**config.mk**
```make
export PLATFORM = sky130hd
export DESIGN_NAME = wave_column_led_pattern_top
export DESIGN_NICKNAME = d
export VERILOG_FILES = /design/src/wclp_pkg.sv /design/src/wave_column_led_pattern_top.sv
export SDC_FILE = /design/constraint.sdc
export NUM_CORES = 1
export LEC_CHECK = 0
export ABC_AREA = 1
export BUFFER_PORTS_ARGS = -buffer_cell sky130_fd_sc_hd__clkbuf_2
export CAP_MARGIN = 10
export CORE_MARGIN = 2
export CORE_UTILIZATION = 35
export DETAILED_ROUTE_END_ITERATION = 12
export HOLD_SLACK_MARGIN = 0.08
export PLACE_DENSITY = 0.58
export RECOVER_POWER = 100
export SYNTH_ARGS = -nofsm -noshare
export SYNTH_HDL_FRONTEND = slang
export SYNTH_SLANG_ARGS = --single-unit
```
**constraint.sdc**
```tcl
create_clock -name i_clk -period 6.9 [get_ports i_clk]
set_clock_uncertainty 0.1 [all_clocks]
set_input_delay 0.69 -clock i_clk [delete_from_list [all_inputs] [get_ports i_clk]]
set_output_delay 0.69 -clock i_clk [all_outputs]
set_load 0.005 [all_outputs]
```
**src/wclp_pkg.sv**
```systemverilog
// shared types, constants and wave table for the wave column led pattern block
`timescale 1ns / 1ps

package wclp_pkg;

    // command codes of the input word
    localparam logic [1:0] CMD_RENDER  = 2'd0;
    localparam logic [1:0] CMD_TICK    = 2'd1;
    localparam logic [1:0] CMD_RESTART = 2'd2;

    // fixed-point and effect constants (256 columns, 32-entry wave)
    localparam int          FRAC_BITS = 6;
    localparam logic [12:0] FREQ_INIT = 13'd32;
    localparam logic [12:0] FREQ_STEP = 13'd4;
    localparam logic [12:0] FREQ_TOP  = 13'd4096;
    localparam logic [6:0]  AMP_STEP  = 7'd2;
    localparam logic [6:0]  AMP_MAX   = 7'd64;
    localparam logic [2:0]  FORE_INIT = 3'd1;
    localparam logic [2:0]  BACK_INIT = 3'd0;

    // sequencer states
    typedef enum logic [2:0] {
        S_IDLE,
        S_PHASE,
        S_SPAN,
        S_WALK,
        S_FINISH
    } t_state;

    // 32-sample wave, signed -4..3
    function automatic logic signed [3:0] sine_sample(input logic [4:0] idx);
        logic signed [3:0] s;
        case (idx)
            5'd0:  s = 4'sd0;
            5'd1:  s = 4'sd0;
            5'd2:  s = 4'sd1;
            5'd3:  s = 4'sd1;
            5'd4:  s = 4'sd2;
            5'd5:  s = 4'sd2;
            5'd6:  s = 4'sd3;
            5'd7:  s = 4'sd3;
            5'd8:  s = 4'sd3;
            5'd9:  s = 4'sd3;
            5'd10: s = 4'sd3;
            5'd11: s = 4'sd2;
            5'd12: s = 4'sd2;
            5'd13: s = 4'sd1;
            5'd14: s = 4'sd1;
            5'd15: s = 4'sd0;
            5'd16: s = 4'sd0;
            5'd17: s = -4'sd1;
            5'd18: s = -4'sd2;
            5'd19: s = -4'sd2;
            5'd20: s = -4'sd3;
            5'd21: s = -4'sd3;
            5'd22: s = -4'sd4;
            5'd23: s = -4'sd4;
            5'd24: s = -4'sd4;
            5'd25: s = -4'sd4;
            5'd26: s = -4'sd4;
            5'd27: s = -4'sd3;
            5'd28: s = -4'sd3;
            5'd29: s = -4'sd2;
            5'd30: s = -4'sd2;
            5'd31: s = -4'sd1;
            default: s = 4'sd0;
        endcase
        return s;
    endfunction

endpackage

```
**src/wave_column_led_pattern_top.sv**
```systemverilog
// wave column led pattern: phase sequencer, span walk and colour output
`timescale 1ns / 1ps

// Renders one column of an 8-LED RGB sine-wave effect on a 256-column display.
// A render word (cmd 0) returns one red/green/blue word; tick (cmd 1) and
// restart (cmd 2) words update the effect state on acceptance and return
// nothing; cmd 3 is ignored. A render runs through one shared phase multiplier
// for the left, center and right columns in turn, then bounds the phase span,
// then steps through each span entry in the table-times-amplitude unit (1 to
// 32 entries), and loads the output register once it is free. o_stall stays
// high while a render is in flight; a finished word waits in the output
// register.
module wave_column_led_pattern_top (
    input  logic       i_clk,
    input  logic       i_rst_n,
    input  logic       i_valid,
    output logic       o_stall,
    input  logic [1:0] i_cmd,
    input  logic [7:0] i_column,
    input  logic [2:0] i_rand_color,
    output logic       o_valid,
    input  logic       i_stall,
    output logic [7:0] o_red_bits,
    output logic [7:0] o_green_bits,
    output logic [7:0] o_blue_bits
);

    // control state
    wclp_pkg::t_state r_state, n_state;
    logic [1:0]  r_cnt, n_cnt;
    logic        r_out_valid, n_out_valid;

    // effect state
    logic [2:0]  r_fore, n_fore;
    logic [2:0]  r_back, n_back;
    logic [12:0] r_freq, n_freq;
    logic [6:0]  r_amp, n_amp;

    // render datapath registers
    logic [7:0]        r_col, n_col;
    logic [4:0]        r_ph_l, n_ph_l;
    logic [4:0]        r_ph_c, n_ph_c;
    logic [4:0]        r_ph_r, n_ph_r;
    logic signed [7:0] r_k, n_k;
    logic signed [7:0] r_hi, n_hi;
    logic [7:0]        r_mask, n_mask;
    logic [7:0]        r_red, n_red;
    logic [7:0]        r_green, n_green;
    logic [7:0]        r_blue, n_blue;

    // phase unit
    logic [7:0]         w_sel;
    logic signed [7:0]  w_d;
    logic signed [21:0] w_pprod;
    logic signed [21:0] w_pq;
    logic signed [21:0] w_pv;
    logic [4:0]         w_ph;

    // span bounds
    logic signed [7:0] w_sc, w_slx, w_srx, w_lsum, w_rsum, w_lo, w_hi;

    // scaled sample unit
    logic signed [3:0]  w_s;
    logic signed [11:0] w_sprod;
    logic signed [11:0] w_ts;
    logic [2:0]         w_led;

    // tick helper
    logic [12:0] w_freq_bump;

    // shared phase multiplier: column offset times frequency, scaled and wrapped
    always_comb begin
        case (r_cnt)
            2'd0:    w_sel = r_col - 8'd1;
            2'd1:    w_sel = r_col;
            default: w_sel = r_col + 8'd1;
        endcase
        w_d     = $signed(w_sel ^ 8'h80);
        w_pprod = $signed({{14{w_d[7]}}, w_d}) * $signed({9'b0, r_freq});
        w_pq    = (w_pprod + (w_pprod[21] ? 22'sd3 : 22'sd0)) >>> 2;
        w_pv    = w_pq + 22'sd32;
        w_ph    = w_pv[10:6];
    end

    // span between the neighbour phases
    always_comb begin
        w_sc   = $signed({3'b0, r_ph_c});
        w_slx  = (r_ph_l > r_ph_c) ? $signed({3'b0, r_ph_l}) - 8'sd32
                                   : $signed({3'b0, r_ph_l});
        w_srx  = (r_ph_r < r_ph_c) ? $signed({3'b0, r_ph_r}) + 8'sd32
                                   : $signed({3'b0, r_ph_r});
        w_lsum = w_slx + w_sc;
        w_rsum = w_sc + w_srx;
        // halve toward zero
        w_lo   = (w_slx + 8'sd1 >= w_sc) ? w_sc
               : ((w_lsum + $signed({7'b0, w_lsum[7]})) >>> 1);
        w_hi   = (w_sc >= w_srx + 8'sd1) ? w_sc : (w_rsum >>> 1);
    end

    // table sample times amplitude, rounded and clamped to an led index
    always_comb begin
        w_s     = wclp_pkg::sine_sample(r_k[4:0]);
        w_sprod = $signed({{8{w_s[3]}}, w_s}) * $signed({5'b0, r_amp});
        w_ts    = (w_sprod + 12'sd32) >>> wclp_pkg::FRAC_BITS;
        if (w_ts < -12'sd4) begin
            w_ts = -12'sd4;
        end else if (w_ts > 12'sd3) begin
            w_ts = 12'sd3;
        end
        w_led   = w_ts[2:0] ^ 3'b100;
    end

    assign w_freq_bump = r_freq + wclp_pkg::FREQ_STEP;

    // sequencer next state and datapath updates
    always_comb begin
        n_state     = r_state;
        n_cnt       = r_cnt;
        n_out_valid = r_out_valid && i_stall;
        n_fore      = r_fore;
        n_back      = r_back;
        n_freq      = r_freq;
        n_amp       = r_amp;
        n_col       = r_col;
        n_ph_l      = r_ph_l;
        n_ph_c      = r_ph_c;
        n_ph_r      = r_ph_r;
        n_k         = r_k;
        n_hi        = r_hi;
        n_mask      = r_mask;
        n_red       = r_red;
        n_green     = r_green;
        n_blue      = r_blue;
        unique case (r_state)
            wclp_pkg::S_IDLE: begin
                if (i_valid) begin
                    case (i_cmd)
                        wclp_pkg::CMD_RENDER: begin
                            n_col   = i_column;
                            n_cnt   = 2'd0;
                            n_state = wclp_pkg::S_PHASE;
                        end
                        wclp_pkg::CMD_TICK: begin
                            if (w_freq_bump >= wclp_pkg::FREQ_TOP) begin
                                n_back = r_fore;
                                n_fore = (i_rand_color == r_fore) ? r_fore + 3'd1
                                                                  : i_rand_color;
                                n_freq = wclp_pkg::FREQ_INIT;
                                n_amp  = 7'd0;
                            end else begin
                                n_freq = w_freq_bump;
                                if (r_amp < wclp_pkg::AMP_MAX) begin
                                    n_amp = r_amp + wclp_pkg::AMP_STEP;
                                end
                            end
                        end
                        wclp_pkg::CMD_RESTART: begin
                            n_fore = i_rand_color;
                            n_back = (i_rand_color == 3'd0) ? 3'd1 : 3'd0;
                            n_freq = wclp_pkg::FREQ_INIT;
                            n_amp  = 7'd0;
                        end
                        default: begin
                        end
                    endcase
                end
            end
            wclp_pkg::S_PHASE: begin
                case (r_cnt)
                    2'd0:    n_ph_l = w_ph;
                    2'd1:    n_ph_c = w_ph;
                    default: n_ph_r = w_ph;
                endcase
                if (r_cnt == 2'd2) begin
                    n_state = wclp_pkg::S_SPAN;
                end else begin
                    n_cnt = r_cnt + 2'd1;
                end
            end
            wclp_pkg::S_SPAN: begin
                n_k     = w_lo;
                n_hi    = w_hi;
                n_mask  = 8'h00;
                n_state = wclp_pkg::S_WALK;
            end
            wclp_pkg::S_WALK: begin
                n_mask = r_mask | (8'h01 << w_led);
                n_k    = r_k + 8'sd1;
                if (r_k == r_hi) begin
                    n_state = wclp_pkg::S_FINISH;
                end
            end
            wclp_pkg::S_FINISH: begin
                // wait for the output register to free up
                if (!r_out_valid || !i_stall) begin
                    n_red       = r_fore[2] ? ({8{r_back[2]}} | r_mask)
                                            : ({8{r_back[2]}} & ~r_mask);
                    n_green     = r_fore[1] ? ({8{r_back[1]}} | r_mask)
                                            : ({8{r_back[1]}} & ~r_mask);
                    n_blue      = r_fore[0] ? ({8{r_back[0]}} | r_mask)
                                            : ({8{r_back[0]}} & ~r_mask);
                    n_out_valid = 1'b1;
                    n_state     = wclp_pkg::S_IDLE;
                end
            end
            default: begin
                n_state = wclp_pkg::S_IDLE;
            end
        endcase
    end

    // control and effect state registers
    always_ff @(posedge i_clk) begin
        if (!i_rst_n) begin
            r_state     <= wclp_pkg::S_IDLE;
            r_cnt       <= 2'd0;
            r_out_valid <= 1'b0;
            r_fore      <= wclp_pkg::FORE_INIT;
            r_back      <= wclp_pkg::BACK_INIT;
            r_freq      <= wclp_pkg::FREQ_INIT;
            r_amp       <= 7'd0;
        end else begin
            r_state     <= n_state;
            r_cnt       <= n_cnt;
            r_out_valid <= n_out_valid;
            r_fore      <= n_fore;
            r_back      <= n_back;
            r_freq      <= n_freq;
            r_amp       <= n_amp;
        end
    end

    // payload registers
    always_ff @(posedge i_clk) begin
        r_col   <= n_col;
        r_ph_l  <= n_ph_l;
        r_ph_c  <= n_ph_c;
        r_ph_r  <= n_ph_r;
        r_k     <= n_k;
        r_hi    <= n_hi;
        r_mask  <= n_mask;
        r_red   <= n_red;
        r_green <= n_green;
        r_blue  <= n_blue;
    end

    // ports
    assign o_stall      = (r_state != wclp_pkg::S_IDLE);
    assign o_valid      = r_out_valid;
    assign o_red_bits   = r_red;
    assign o_green_bits = r_green;
    assign o_blue_bits  = r_blue;

endmodule

```
==> run metrics <==
r2r worst-path depth=29; main area contributors after synthesis=edfxtp_1 (20%), ha_1 (15%), fa_1 (15%); Final ANT Viol Nets=0; drt via density=4.57; Setup crit end=r_ph_c[4]; most frequent cells in the layout=inv_1 (268), nand2_1 (226), nor2_1 (122), ha_1 (122), fa_1 (77); register clock-pin slew on the reported worst setup and hold paths=0.08 ns; H-Tree Depth=3; vias post-DR=7,928; CP startpoint=r_cnt[0]; Iteration-0 DRC Markers=413; synthesized area per cell=8.10 sq um; DPL Wire Length=17.8 mm; Worst Path Max Fanout=9; total grt overflow=0; Worst Path Arrival=6.48 ns; clock root buffer=clkbuf_16; final setup margin=0.500 ns; Crit. End Element=register; register area share after synthesis=0.261; Final Util=0.388; Post-synth EDFFs=69; Synth area leader=edfxtp_1; clock latency on the worst-skew pair=0.37 ns; CP Data Required Time=6.98 ns; Core Area=29,400 sq um; synth unique cells=57; slew margin rel.=0.0771; Final Critical Period=6.40 ns; period utilization=0.928; number of port buffers=42; Fillers=3,017; GRT Total Usage=0.146; CTS buffer count=9; status=finished, final reports clean; Cell Area, Synth=10,400 sq um; diodes inserted=0; fin. max-slew vios=0; crit-path max cell delay=0.57 ns; vias in the first global route=7,699; largest net degree at the start of global routing=25; Setup CP Type=reg2reg; Hold Crit Class=reg2reg; layout cells sized above 1=0.0713; most common cell after layout, fill and taps aside=inv_1; Synth Flop Type=edfxtp_1; CTS max path bufs=2; DRC=0; global-route wire length before repair=36.9 mm; die area=31,100 sq um; Top cell by count, worst path=inv_1; DRT Pass-1 Iters=5; Gate Count Post-Synth=1,283; final setup fails=0; Setup crit start kind=register; slew of the pin with the lowest slew margin=1.37 ns; initial antenna violation count=0; FMAX=156 MHz; Fin Hold WS=0.417 ns; CTS tree=yes; Final Net Count=1,560; Max Cap Viol=0; number of I/O pins=43; worst reg2reg setup slack=0.50 ns; worst r2r dst=r_ph_c[4]; post-route cell area=11,400 sq um; # rows=63; Area Overhead vs Synth=9.82%; Yosys top cell area share=0.199; Total Routed Length=21.6 mm; Initial Util=0.353; Die Y-Extent=176 um; number of synthesized register bits=101; clock sinks=101; post-place setup slack=0.385 ns; Ys Warns=0; FFs w/ async S/R, synth=0; Final Hold Fails=0; RePlAce Congestion=0.877; Die X=176 um; drt wl/cell=12.4 um; area post-placement=11,100 sq um; Slowest cell on crit path=fa_1; r2r startpoint=r_cnt[0]
[cell families (layout without fill, tap and decap cells)]
logic type | count (synthesis) | in the layout | synth area share
flip-flops | 101 | 101 | 0.261
XOR/XNOR | 48 | 48 | 0.0433
adder cells (fa/ha/maj) | 202 | 202 | 0.299
AND/OR/NAND/NOR | 464 | 464 | 0.195
AO/OA/AOI/OAI | 170 | 170 | 0.0929
buffers and inverters | 296 | 349 | 0.108
other | 2 | 12 | 0.000723
[worst min path at each step]
stage / from / end / slack, ns / cells after the start
after floorplan: r_fore[2] / r_fore[2] / 0.37 / 2
after global placement: r_amp[1] / r_amp[1] / 0.41 / 2
after detailed placement: r_amp[1] / r_amp[1] / 0.41 / 2
after CTS: i_column[5] / r_col[5] / 0.41 / 1
after global routing: i_column[5] / r_col[5] / 0.41 / 1
final: r_state[2] / r_state[2] / 0.42 / 2
[registers in the layout, summed over array words and instances, names as in the netlist]
signal        cells
o_green_bits      8
w_s               3
r_ph_r            5
r_k               8
r_fore            3
r_col             8
r_ph_c            5
o_valid           1
r_state           3
r_cnt             2
r_hi              6
r_ph_l            5
o_red_bits        8
r_mask            8
r_back            3
r_freq           11
o_blue_bits       8
r_amp             6
[stage by stage]
step	setup TNS (ns)	instances
after CTS	0	1732
after floorplan	0	1293
after global placement	0	1716
after global routing	-0.137	1736
after detailed placement	0	1716
final	0	1736
[critical path, delay by kind of cell, from the launching register on]
family	cells	cell delay (ns)
AO/OA/AOI/OAI	4	0.64
XOR/XNOR	3	0.74
adder cells (fa/ha/maj)	6	2.70
buffers and inverters	7	0.62
flip-flops	1	0.32
AND/OR/NAND/NOR	9	1.12
[final cells by class]
cell class	count	area [sq um]	share of cell area
multi-input cells	896	6590	0.577
flip-flops and latches	101	2710	0.238
inverters	280	1050	0.0921
well taps	390	488	0.0428
repair buffers	53	265	0.0232
clock buffers	9	225	0.0197
clock inverters	7	81.3	0.00713
[timing repair]
| action | CTS | global route |
|---|---|---|
| setup buffers | 0 | 3 |
| hold buffers | 0 | 0 |
| resized for setup | 0 | 13 |
| endpoints found under the setup margin | 0 | 6 |
[synth_stat cells, types with 9 or more instances]
library cell and count:
xor2_1 30, a211oi_1 9, o21ai_0 60, a21oi_1 68
nand2_2 10, nand4_1 12, xnor2_1 14, clkbuf_1 9
nor2_1 121, edfxtp_1 69, inv_1 269, dfxtp_1 32
fa_1 77, ha_1 125, nor3_1 18, nand3_1 49
nand2_1 222
[routing by layer]
layer	wire, um	vias up	share of wire	global-route usage
met3	800	21	0.037	0.0149
met4	313	0	0.014	0.0420
li1	-	4159	-	-
met2	10500	123	0.49	0.254
met5	0	-	0	0
met1	9970	3625	0.46	0.191
Power is left out: the tool's default activity adds up to more than one toggle a clock period on the data nets, which glitch-free logic cannot reach.
